===== src/rtl/tsd_pkg.sv =====
// Package for the track stream decoder: event kinds, token codes and the
// result record type. No dependencies.
package tsd_pkg;

    typedef enum logic [2:0] {
        EV_NOTE   = 3'd0,
        EV_VOLUME = 3'd1,
        EV_SPEED  = 3'd2,
        EV_END    = 3'd3,
        EV_FINISH = 3'd4
    } event_kind_t;

    // Low six bits of the first byte of a token
    localparam logic [5:0] CODE_VOLUME  = 6'h3D;
    localparam logic [5:0] CODE_PAUSE   = 6'h3E;
    localparam logic [5:0] CODE_SPECIAL = 6'h3F;

    // Top two bits qualifying the special code
    localparam logic [1:0] SPECIAL_UNDEF = 2'd1;
    localparam logic [1:0] SPECIAL_STOP  = 2'd2;
    localparam logic [1:0] SPECIAL_END   = 2'd3;

    typedef struct packed {
        event_kind_t kind;
        logic [7:0]  row;
        logic [5:0]  note;
        logic [5:0]  instrument;
        logic [3:0]  volume;
        logic [7:0]  speed;
        logic        done;
    } track_event_t;

endpackage


===== src/rtl/tracker_track_stream_decoder.sv =====
// Track stream decoder top level: byte-wide token decode, row counter and
// output register with a skid stage. Depends on tsd_pkg.
//
// Usage:
//   Input channel (in_valid / in_stall) carries one track byte per item,
//   with final_byte marking the last byte of a track. Output channel
//   (out_valid / out_stall) carries zero or one row event per input item.
//   An item is moved at a clock edge where valid is high and stall is low.
//   The event caused by a byte is registered in the output register, or in
//   the skid register while the output waits. Throughput: one byte per cycle
//   while in_stall is low; the decode of a byte is a single pass of logic from
//   the stored token state. Two-byte tokens emit any event on the second byte.
//   When the receiver stalls, the waiting event holds on the output
//   register and the next event is caught in the skid register; in_stall
//   rises only while the skid register is full, so at most two events
//   queue up before the input side stops.
//   Reset clears the token state, row counter and both valid flags. After
//   the final byte of a track all decoder state returns to its reset value,
//   ready for the next track.
module tracker_track_stream_decoder
(
    input  logic       clk,
    input  logic       rst_n,

    input  logic       in_valid,
    output logic       in_stall,
    input  logic [7:0] stream_byte,
    input  logic       final_byte,

    output logic       out_valid,
    input  logic       out_stall,
    output logic [2:0] event_kind,
    output logic [7:0] row_index,
    output logic [5:0] note_value,
    output logic [5:0] instrument_number,
    output logic [3:0] volume_level,
    output logic [7:0] speed_value,
    output logic       track_done
);

    logic       await_reg, await_next;
    logic [7:0] held_reg, held_next;
    logic [7:0] row_reg, row_next;
    logic       stopped_reg, stopped_next;

    logic       out_valid_reg, skid_valid_reg;
    tsd_pkg::track_event_t out_reg, skid_reg;

    tsd_pkg::track_event_t res;
    logic       res_produce;
    logic       stop;
    logic       in_fire, out_fire, res_valid;

    logic [5:0] lo;
    logic [1:0] top;
    logic [3:0] held_vol;

    assign in_stall  = skid_valid_reg;
    assign in_fire   = in_valid && !skid_valid_reg;
    assign out_fire  = out_valid_reg && !out_stall;
    assign res_valid = in_fire && res_produce;

    assign lo       = stream_byte[5:0];
    assign top      = stream_byte[7:6];
    assign held_vol = {stream_byte[1:0], held_reg[7:6]};

    always_comb
    begin
        await_next   = await_reg;
        held_next    = held_reg;
        row_next     = row_reg;
        stopped_next = stopped_reg;
        stop         = 1'b0;
        res_produce  = 1'b0;
        res          = '{kind: tsd_pkg::EV_FINISH, row: row_reg, note: 6'd0,
                         instrument: 6'd0, volume: 4'd0, speed: 8'd0, done: 1'b1};

        if (stopped_reg)
        begin
            // ignore bytes until the final one, then clear
            if (final_byte)
            begin
                stopped_next = 1'b0;
                row_next     = 8'd0;
                await_next   = 1'b0;
                held_next    = 8'd0;
            end
        end
        else
        begin
            if (await_reg)
            begin
                await_next = 1'b0;
                held_next  = 8'd0;
                if (held_reg[5:0] == tsd_pkg::CODE_VOLUME)
                begin
                    res_produce = 1'b1;
                    res.kind    = tsd_pkg::EV_VOLUME;
                    res.volume  = held_vol;
                    res.done    = 1'b0;
                    row_next    = row_reg + 8'd1;
                end
                else if (held_reg[5:0] == tsd_pkg::CODE_PAUSE)
                begin
                    if (stream_byte == 8'd0)
                    begin
                        // infinite pause ends the track
                        res_produce = 1'b1;
                        stop        = 1'b1;
                    end
                    else
                    begin
                        row_next = row_reg + stream_byte;
                    end
                end
                else if (held_reg[5:0] == tsd_pkg::CODE_SPECIAL)
                begin
                    res_produce = 1'b1;
                    res.kind    = tsd_pkg::EV_SPEED;
                    res.speed   = stream_byte;
                    res.done    = 1'b0;
                end
                else
                begin
                    res_produce    = 1'b1;
                    res.kind       = tsd_pkg::EV_NOTE;
                    res.note       = held_reg[5:0];
                    res.instrument = stream_byte[7:2];
                    res.volume     = held_vol;
                    res.done       = 1'b0;
                    row_next       = row_reg + 8'd1;
                end
            end
            else
            begin
                if (lo == tsd_pkg::CODE_PAUSE && top != 2'd0)
                begin
                    row_next = row_reg + {6'd0, top};
                end
                else if (lo == tsd_pkg::CODE_SPECIAL && top == tsd_pkg::SPECIAL_UNDEF)
                begin
                    // undefined code: one byte, no effect
                end
                else if (lo == tsd_pkg::CODE_SPECIAL && top == tsd_pkg::SPECIAL_STOP)
                begin
                    res_produce = 1'b1;
                    stop        = 1'b1;
                end
                else if (lo == tsd_pkg::CODE_SPECIAL && top == tsd_pkg::SPECIAL_END)
                begin
                    res_produce = 1'b1;
                    stop        = 1'b1;
                    res.kind    = tsd_pkg::EV_END;
                    // end mark sits on the previous row, or row 0
                    res.row     = (row_reg == 8'd0) ? 8'd0 : row_reg - 8'd1;
                end
                else if (!final_byte)
                begin
                    await_next = 1'b1;
                    held_next  = stream_byte;
                end
            end

            if (final_byte)
            begin
                if (!res_produce)
                begin
                    res_produce = 1'b1;
                    res.row     = row_next;
                end
                res.done     = 1'b1;
                await_next   = 1'b0;
                held_next    = 8'd0;
                row_next     = 8'd0;
                stopped_next = 1'b0;
            end
            else if (stop)
            begin
                stopped_next = 1'b1;
            end
        end
    end

    always_ff @(posedge clk or negedge rst_n)
    begin
        if (!rst_n)
        begin
            await_reg   <= 1'b0;
            held_reg    <= 8'd0;
            row_reg     <= 8'd0;
            stopped_reg <= 1'b0;
        end
        else if (in_fire)
        begin
            await_reg   <= await_next;
            held_reg    <= held_next;
            row_reg     <= row_next;
            stopped_reg <= stopped_next;
        end
    end

    always_ff @(posedge clk or negedge rst_n)
    begin
        if (!rst_n)
        begin
            out_valid_reg  <= 1'b0;
            skid_valid_reg <= 1'b0;
        end
        else if (skid_valid_reg)
        begin
            if (out_fire)
            begin
                skid_valid_reg <= 1'b0;
            end
        end
        else if (out_valid_reg && !out_fire)
        begin
            skid_valid_reg <= res_valid;
        end
        else
        begin
            out_valid_reg <= res_valid;
        end
    end

    always_ff @(posedge clk)
    begin
        if (skid_valid_reg)
        begin
            // drain the skid register into the output register
            if (out_fire)
            begin
                out_reg <= skid_reg;
            end
        end
        else if (out_valid_reg && !out_fire)
        begin
            if (res_valid)
            begin
                skid_reg <= res;
            end
        end
        else if (res_valid)
        begin
            out_reg <= res;
        end
    end

    assign out_valid         = out_valid_reg;
    assign event_kind        = out_reg.kind;
    assign row_index         = out_reg.row;
    assign note_value        = out_reg.note;
    assign instrument_number = out_reg.instrument;
    assign volume_level      = out_reg.volume;
    assign speed_value       = out_reg.speed;
    assign track_done        = out_reg.done;

    a_skid_implies_out: assert property (@(posedge clk) disable iff (!rst_n)
        skid_valid_reg |-> out_valid_reg)
        else $error("skid register full while output register empty");

    a_no_await_when_stopped: assert property (@(posedge clk) disable iff (!rst_n)
        !(await_reg && stopped_reg))
        else $error("held token while track stopped");

    a_final_clears: assert property (@(posedge clk) disable iff (!rst_n)
        (in_fire && final_byte) |=> (row_reg == 8'd0 && !await_reg && !stopped_reg))
        else $error("state not cleared after final byte");

    a_terminal_done: assert property (@(posedge clk) disable iff (!rst_n)
        (out_valid_reg && (out_reg.kind == tsd_pkg::EV_END ||
                           out_reg.kind == tsd_pkg::EV_FINISH)) |-> out_reg.done)
        else $error("terminal event without track_done");

    a_final_gives_event: assert property (@(posedge clk) disable iff (!rst_n)
        (in_fire && final_byte && !stopped_reg) |-> res_valid)
        else $error("final byte of a live track produced no event");

endmodule


===== config.mk =====
export PLATFORM = sky130hd
export DESIGN_NAME = tracker_track_stream_decoder
export DESIGN_NICKNAME = d
export VERILOG_FILES = /design/src/rtl/tsd_pkg.sv /design/src/rtl/tracker_track_stream_decoder.sv
export SDC_FILE = /design/constraint.sdc
export NUM_CORES = 1
export LEC_CHECK = 0
export BUFFER_PORTS_ARGS = -buffer_cell sky130_fd_sc_hd__buf_2
export CAP_MARGIN = 10
export CORE_AREA = 4 4 125 127
export CTS_CLUSTER_DIAMETER = 50
export DETAILED_ROUTE_END_ITERATION = 16
export DIE_AREA = 0 0 129 131
export PLACE_DENSITY_LB_ADDON = 0.05
export REMOVE_ABC_BUFFERS = 1
export SYNTH_ARGS = -nofsm -noshare
export SYNTH_HDL_FRONTEND = slang
export SYNTH_SLANG_ARGS = --single-unit
export TNS_END_PERCENT = 100

===== constraint.sdc =====
create_clock -name clk -period 9 [get_ports clk]
set_input_delay 0 -clock clk [delete_from_list [all_inputs] [get_ports clk]]
set_output_delay 0 -clock clk [all_outputs]
set_load 0.01 [all_outputs]

* Yosys cells after proc, flatten, opt, wreduce, memory -nomap -nowiden *
Index checks and enable logic that the tools add are counted.

storage, ports and cells
  logic and storage cells = 133
  output and inout port bits = 38
  register bits = 92
  input bits = 13

cells by class
  $add $sub $neg = 4
  multiplexer cells = 72
  bitwise logic cells = 2
  reduce and logical (&&, ||, !) cells = 20
  eq/ne operators = 15

operator list
  cell                                               number
  two-way mux 36 bit                                 5
  two-way mux 8 bit                                  22
  two-way mux 25 bit                                 2
  two-way mux 11 bit                                 4
  two-way mux 1 bit                                  32
  == test 6 bit (second input constant)              5
  logical NOT 8 bit                                  2
  two-way mux 16 bit                                 1
  two-way mux 12 bit                                 1
  inequality test 3 bit (second input constant)      4
  two-way mux 3 bit                                  3
  adder 8 x 1 -> 8 bit (second input constant)       1
  adder 8 x 2 -> 8 bit                               1
  adder 8 bit                                        1
  logical AND 1 bit                                  8
  subtractor 8 x 1 -> 8 bit (second input constant)  1
  AND reduction 3 bit                                2
  AND reduction 6 bit                                1
  == test 2 bit (second input constant)              2
  two-way mux 4 bit                                  1
  inequality test 2 bit (second input constant)      2
  AND reduction 2 bit                                2
  nonzero test 2 bit                                 2
  logical NOT 1 bit                                  3
  other kinds (4)                                    5

* Longest topological paths before layout *
  depth in word-level cells = 14
  mapped depth = 10
  depth with buffers taken out = 9

* Least setup slack after synthesis *
No wires, ideal clock.

  path kind = register -> register
  start point = reg held_reg[3]
  end point = reg out_reg (netlist bit event_kind[0]) (enable)
  library setup time = 0.441 ns
  path buffers = 1
  data arrival time = 2.985 ns
  setup slack = 5.574 ns
  required time = 8.559 ns
  stages on the path, launching flop included = 9
  period minus slack after synthesis = 3.426 ns
  cell sequence = dfrtp_1 -> and4_1 -> buf_2 -> nand2_1 -> o21ai_1 -> nand2_1 -> o21a_1 -> a21oi_1 -> a21oi_1

on the way
  longest elaborated chain between the ends = 10
  elaborated cells between the ends (all ways) = 11
  those cells by class = 2 x eq/ne; 6 x mux; 3 x reduce/logical

ends and longest elaborated chain
  what                             RTL line                             source
  from (decl)                      tracker_track_stream_decoder.sv:42   logic [7:0] held_reg, held_next;
  from (signal assigned)           tracker_track_stream_decoder.sv:196  held_reg <= held_next;
  == test 6 bit                    tracker_track_stream_decoder.sv:103  else if (held_reg[5:0] == tsd_pkg::CODE_PAUSE)
  two-way mux 1 bit                tracker_track_stream_decoder.sv:103
  two-way mux 1 bit *              tracker_track_stream_decoder.sv:95   if (held_reg[5:0] == tsd_pkg::CODE_VOLUME)
  two-way mux 1 bit *              tracker_track_stream_decoder.sv:91   if (await_reg)
  two-way mux 1 bit *              tracker_track_stream_decoder.sv:78   if (stopped_reg)
  two-way mux 1 bit *              tracker_track_stream_decoder.sv:164  if (final_byte)
  two-way mux 1 bit *              tracker_track_stream_decoder.sv:78
  logical AND 1 bit *              tracker_track_stream_decoder.sv:61   assign res_valid = in_fire && res_produce;
  nonzero test 2 bit (no line) *   -
  AND reduction 3 bit (no line) *  -
  to (signal assigned)             tracker_track_stream_decoder.sv:233  out_reg <= skid_reg;
  to (signal assigned)             tracker_track_stream_decoder.sv:245  out_reg <= res;
  to (decl)                        tracker_track_stream_decoder.sv:47   tsd_pkg::track_event_t out_reg, skid_reg;

Mark *: on every way between the ends. The rest lies on a longest branch, timed or not. The select of a mux whose other input is x is not followed.
A chain may end at the register's enable or synchronous reset.

==> metrics.txt <==
drt first-iter violations approximately 270; latest clock arrival within the worst-skew pair ~0.35 ns; antenna violations before repair 0; class of the tightest hold or removal check in2reg; area share of the leading cell type in the synthesized netlist 0.430; flop and latch count out of synthesis between 90 and 100; total power density per cell area 282 nW/um^2; CTS sink count 92; commonest cells after routing, fill and taps aside 72 x edfxtp_1, 50 x buf_2, 33 x mux2_2, 31 x nor2_1, 30 x nand2_1; Synth Instances roughly 440; critical path cell sequence and4_1, nand2_1, o21ai_1, and3_1, o21ai_0, a221o_1, mux2_2; Vert. Die Dim 131 um; count of final hold-check violations 0; Crit Path Max Fanout 14; detailed-route DRC error count 0; setup repair after global routing missed its margin no; cts bufs inserted 9; fraction of the mapped netlist area in simple logic gates 0.161; Syn-to-layout area delta 14.6%; final worst-path cycle share 0.355; TritonCTS clock tree yes; Final Critical Period between 3 and 4 ns; vias in the first global route 3,726; wire length per cell after detailed routing about 20 um; CTS root buf clkbuf_16; total of buffers placed on input and output ports 50; Syn. warnings 0; number of top-level pins between 50 and 60; mean area per synthesized cell between 10 and 15 sq um; register area around 2700 sq um; HPWL after detailed placement 9450 um; Post-synth EDFFs 72; standard cell core area about 14,000 sq um; transition at the pin with the smallest max-transition slack ~1.1 ns; Data arrival, critical path roughly 3.3 ns; post-CTS sizing 0; Max-Cap Viols 0; per-cell via count in the routed design 5.54; Final Power between 0.0015 and 0.002 W; number of buffer and inverter stages on the critical path 0; Adder-Cell Fraction of Synth Area 0.0353; maximum number of pins on one net before global-route repair 39; kind of cell with the highest combined delay on the critical path simple AND/OR/NAND/NOR gates; overall routed net length roughly 14,000 um; compound-gate portion of the synthesized area 0.142; crit end category flip-flop; final setup TNS 0 ns; filler instances 1,464; remaining max-slew budget at the tightest pin 0.278; wire length of the first global-routing pass about 22,000 um; Core Rows between 40 and 50; total congestion overflow 0; sequential share of the synthesized area 0.529; worst path required time 9.10 ns; effective utilization at floorplan 0.349; dominant combinational cell family by area after synthesis simple AND/OR/NAND/NOR gates; most used flip-flop cell after synthesis edfxtp_1; delay of the slowest cell on the worst path around 0.5 ns; routability congestion estimate about 0.85; Fmax about 310 MHz; share of final-layout standard cells stronger than drive strength 1 0.237; diode insertion count for antenna repair 0; post-layout net count 511; post-synth top area cell edfxtp_1; Final Max Slew Viols 0; area share of xor/xnor cells in the synthesized design 0.0174; slowest cell on the critical path and3_1; total die area 16,900 sq um; number of iterations in the first detailed-routing pass 5; H-tree depth 3; clock-pin slew on the worst setup and hold paths about 0.07 ns; number of hold buffers added after CTS 3; number of post-CTS setup repair buffers 0; total track usage 0.170; area of combinational cells with multiple inputs 2220 sq um; post-synthesis mux area share 0.0840; ys async rst share 0.217; clock buffer depth 2; kind of start point of the critical path flip-flop; Reg2Reg Setup Slack 5.80 ns; outcome finished clean; Via Count ~3,700; critical setup path kind reg2reg; most common cell after layout, fill and taps aside edfxtp_1; main area contributors after synthesis edfxtp_1 43%, dfrtp_1 9.9%, mux2_2 7.4%; Peak VDD IR 0.127 mV; Final setup violation count 0; area of the mapped netlist ~5000 sq um; Leakage around 2.3 nW; max reg flops 36; clock skew after layout about 0.0087 ns; Final ANT Viol Nets 0; count of cell types in the netlist 59; die width between 100 and 150 um
## report_power, final
group	total [W]	switching, W	leakage, nW	internal (W)
clock network	0.000385	0.000168	0.136	0.000216
logic	0.000573	0.000344	1.21	0.000230
registers	0.000671	0.0000689	0.946	0.000603
total	0.00163	0.000581	2.29	0.00105
## stage by stage
stage	std cells	cell area [sq um]	util	hold WS [ns]	setup slack (ns)
CTS	674	5770	0.400	0.0104	5.78
finish	674	5770	0.400	0.0144	5.80
detailed placement	655	5440	0.377	0.0206	5.81
global route	674	5770	0.400	0.0314	5.57
floorplan	417	4920	-	-0.296	5.04
global placement	655	5440	0.377	0.0175	5.87
## Yosys cell counts (2+ instances only)
library cell,count
edfxtp_1,72
mux2_2,33
nor2_1,31
nand2_1,30
clkbuf_1,20
dfrtp_1,20
and2_1,19
a21oi_1,18
and3_1,16
o21ai_1,14
ha_1,11
inv_1,11
nand3_1,11
nor3_1,11
a21o_1,10
a22o_1,10
o21ai_0,8
a31oi_1,6
buf_2,6
o31ai_1,5
xnor2_1,5
xor2_1,5
mux2i_1,4
nand4_1,4
nor4_1,4
nor4_2,4
o211ai_1,4
or4_1,4
a211o_1,3
a211oi_1,3
a41oi_1,3
o221ai_1,3
or3_1,3
a22oi_1,2
a2bb2oi_1,2
fa_1,2
nand2b_1,2
nor3_2,2
o211a_1,2
or2_2,2
## worst paths after layout
| kind | start | end | depth (start not counted) |
|---|---|---|---|
| hold / removal | stream_byte[2] | held_reg[2] | 2 |
| max in group asynchronous | rst_n | held_reg[2] | 2 |
| hold reg to reg | held_reg[7] | held_reg[7] | 1 |
| setup reg to reg | held_reg[2] | row_index[2] | 7 |
| setup / recovery | held_reg[2] | row_index[2] | 7 |
| min in group asynchronous | rst_n | row_reg[5] | 2 |
## final cells by class
| type | count | area share |
|---|---|---|
| sequential | 92 | 0.462 |
| multi-input combinational | 313 | 0.385 |
| timing repair buffer | 57 | 0.0538 |
| tap | 184 | 0.0399 |
| clock buffer | 9 | 0.0390 |
| clock inverter | 7 | 0.0128 |
| inverter | 12 | 0.00781 |
## routing by layer
metal | GRT usage | up-vias | share of wire
met4 | 0.0723 | 0 | 0.027
met3 | 0.0285 | 18 | 0.044
met1 | 0.235 | 1841 | 0.47
met5 | 0 | - | 0
li1 | - | 1770 | -
met2 | 0.264 | 103 | 0.46
## kinds of logic (layout without fill, tap and decap cells)
group           after synthesis  after routing
compound gates              103            103
xor+xnor                     10             10
fa+ha+maj                    13             13
buf+inv                      39             85
flops                        92             92
mux                          38             38
simple gates                149            149
Note: power is estimated with default switching activity, not from simulation.
